$ cat src/rtl/nearest_smaller_value_stack_top_assert.svh
// assertion macros for the nearest smaller value stack
`ifndef NEAREST_SMALLER_VALUE_STACK_TOP_ASSERT_SVH
`define NEAREST_SMALLER_VALUE_STACK_TOP_ASSERT_SVH

// same-cycle implication, checked out of reset
`define NSV_ASSERT_NOW(label, ante, cons, msg) \
    label: assert property (@(posedge clk) disable iff (!rst_n) (ante) |-> (cons)) \
        else $error(msg);

// next-cycle implication, checked out of reset
`define NSV_ASSERT_NEXT(label, ante, cons, msg) \
    label: assert property (@(posedge clk) disable iff (!rst_n) (ante) |=> (cons)) \
        else $error(msg);

`endif

$ cat src/rtl/nsv_key_cmp.sv
// shared key comparator, greater-or-equal in signed or unsigned order
module nsv_key_cmp
#(
    parameter int KEY_W = 32
)
(
    input  logic [KEY_W-1:0] a,
    input  logic [KEY_W-1:0] b,
    input  logic             signed_mode,
    output logic             a_ge_b
);

    logic [KEY_W-1:0] a_ord;
    logic [KEY_W-1:0] b_ord;

    // flipping the sign bit maps two's complement order onto unsigned order
    assign a_ord = {a[KEY_W-1] ^ signed_mode, a[KEY_W-2:0]};
    assign b_ord = {b[KEY_W-1] ^ signed_mode, b[KEY_W-2:0]};
    assign a_ge_b = a_ord >= b_ord;

endmodule

$ cat config.mk
export PLATFORM = sky130hd
export DESIGN_NAME = nsv_key_cmp
export DESIGN_NICKNAME = d
export VERILOG_FILES = /design/src/rtl/nearest_smaller_value_stack_top_assert.svh /design/src/rtl/nsv_key_cmp.sv
export SDC_FILE = /design/constraint.sdc
export NUM_CORES = 1
export LEC_CHECK = 0
export ABC_AREA = 1
export BUFFER_PORTS_ARGS = -buffer_cell sky130_fd_sc_hd__buf_2
export CORE_MARGIN = 5
export CORE_UTILIZATION = 43
export DETAILED_ROUTE_END_ITERATION = 10
export PLACE_DENSITY = 0.86
export SETUP_SLACK_MARGIN = 0.05
export SYNTH_ARGS = -nofsm -noshare
export SYNTH_HDL_FRONTEND = slang
export SYNTH_SLANG_ARGS = --single-unit
$ cat constraint.sdc
create_clock -name vclk -period 1.7
set_clock_uncertainty 0.1 [all_clocks]
set_input_delay 0.255 -clock vclk [all_inputs]
set_output_delay 0.255 -clock vclk [all_outputs]
set_load 0.01 [all_outputs]
==> flow_summary.yaml <==
sta:
  setup_viol: 1
  rsz0062_at_grt: "yes"
  fin_crit_sh_pct: 102
  fin_crit_ns: 1.73
  setup_slack_ns: -0.0277
  max_freq_mhz: 579
  maxSlewViolCount: 0
  slew_headroom_pct: 86.1
  finalHoldViolCount: 0
  tightestPinTransition_ns: 0.206
layout:
  drive_above_1_share_pct: 36.4
  syn_to_final_growth_pct: 48.7
  fill_cells: 191
  diodes: 0
  nClkBuffers: 0
  multi_input_area_sq_um: 758
  nets: 305
  seq_area_sq_um: 0
  nFlopsAndLatches: 0
setup_path:
  crit_chain: "buf_6 > xor2_1 > ha_1 > a21oi_1 > o21a_1 > nand2_1 > a21oi_1 > nand2_1 > buf_2"
  required_ns: 1.34
  worstPathArrival_ns: 1.37
  crit_start: "a[31]"
  worstSetupPathType: "in2out"
  end_kind: "output pin"
  cp-start-kind: "input port"
  crit_fanout: 2
  slowest_delay_ns: 0.28
  cp_slowest_cell: "ha_1"
place:
  portBuffers: 66
  gp_congestion: 0.714
  pre_cts_slack_ns: -0.114
  dp_hpwl_um: 1940
status:
  outcome: "finished, violations left"
  violations: "negative setup slack"
power_and_ir_drop:
  finalPower_uw: 283
  ir_drop_mv: 0.132
  leakagePower_uw: 0.000865
  power-per-cell-area_mw_per_mm2: 219
floorplanning:
  pin_count: 66
  dieHeight_um: 54.9
  rows: 16
  initial_utilization_pct: 44.7
  dieArea_sq_mm: 0.00302
  core_area_sq_mm: 0.00194
  die_x_um: 54.9
run:
  maxCapViolCount: 0
grt:
  grt_pass1_vias: 889
  grt_overflow: 0
  grt_pass1_wl_um: 3070
  track_usage_pct: 12.9
  grt_max_degree: 4
  antenna_found_initial: 0
routing:
  ant_nets: 0
  drt-vias-per-instance: 4.47
  wl_um: 2130
  drt-initial-drc-count: 9
  wl_per_cell_um: 9.15
  drtPass1Iterations: 4
  drc_errors: 0
  dr_total_vias: 1041
yosys:
  synth_fp_nets: 237
  yosys_warnings: 0
  ys_types: 16
  syn-instance-count: 140
  syn_area_per_cell_sq_um: 6.20
  yosysSeqAreaShare_pct: 0
  netlist_area_sq_um: 868
hold_path:
  min_from: "a[30]"
  hold_depth: 8
  hold_class: "in2out"
  worstHoldEndpoint: "a_ge_b"
clock_tree:
  postCtsSetupBuffers: 0
## report_power, final
part / total (uW) / switching, uW / internal, uW / leakage [uW]
registers: 0 / 0 / 0 / 0
clock network: 0 / 0 / 0 / 0
logic: 283 / 134 / 149 / 0.000865
## worst max-delay path by stage
stage	end	slack (ns)	cells past startpoint
6_report	a_ge_b	-0.03	9
4_1_cts	a_ge_b	-0.04	9
3_5_place_dp	a_ge_b	-0.11	9
3_3_place_gp	a_ge_b	-0.08	9
5_1_grt	a_ge_b	-0.16	10
2_1_floorplan	a_ge_b	0.16	7
## cell usage after synthesis
cell type,instances,area share [%]
a21oi_2,1,1.0
o21ai_0,2,1.2
o21a_1,2,1.7
nand4_1,3,2.2
inv_2,1,0.43
xor2_1,1,1.0
inv_1,39,17
a21oi_1,15,8.6
nor3_1,1,0.58
nor2_1,6,2.6
o21ai_1,2,1.2
nand2_2,2,1.4
ha_1,32,46
nor2_2,1,0.72
nand2_1,31,13
xnor2_1,1,1.0
## stage by stage
step	std cells	area [sq um]	utilization [%]	hold slack, ns	setup TNS, ns
after global routing	233	1290	66.5	1.10	-0.157
after global placement	233	1230	63.5	1.01	-0.0761
after floorplan	140	868	-	0.808	0
final	233	1290	66.5	1.02	-0.0277
after detailed placement	233	1230	63.5	1.03	-0.114
after CTS	233	1250	64.4	1.03	-0.0392
## routing by layer
layer	GRT usage (%)	up-vias	wire length, um
li1	-	575	-
met1	16.5	434	879
met2	24.0	32	1060
met3	1.07	0	188
met4	1.21	0	0
met5	0	-	0
## layout by cell type, fill, tap and decap left out
cell and count:
xor2_1 1, nand2_2 2, nand2_1 31, a21oi_1 15, ha_1 29, nor2_1 5, nor3_1 1, o21ai_1 2
inv_1 39, o21a_1 2, buf_6 3, nor2_2 2, ha_4 3, xnor2_1 1, a21oi_2 1, nand4_1 3
o21ai_0 2, buf_2 63, inv_2 1
## cell type report
cell class         instances  area share [%]
multi-input cells        100            58.7
well taps                 27            2.62
repair buffers            66            27.0
inverters                 40            11.6
## worst max-delay path, delay by kind of cell
kind | cells | cell delay, ns
AO/OA/AOI/OAI | 3 | 0.37
adder cells (fa/ha/maj) | 1 | 0.28
buffers and inverters | 2 | 0.22
XOR/XNOR | 1 | 0.15
AND/OR/NAND/NOR | 2 | 0.09
## cell families after synthesis
kind of cell               after synthesis  share of synthesized area, %
and+or+nand+nor                         44                          20.9
AOI/OAI and AO/OA                       22                          13.7
xor gates and xnor gates                 2                          2.02
buffers and inverters                   40                          17.3
adders and majority gates               32                          46.1
## what timing repair did
item | CTS | global route
hold buffers | 0 | 0
resized for setup | 3 | 4
pin swaps | 9 | 3
endpoints found under the setup margin | 1 | 1
Power figures use the tool's default switching activity.
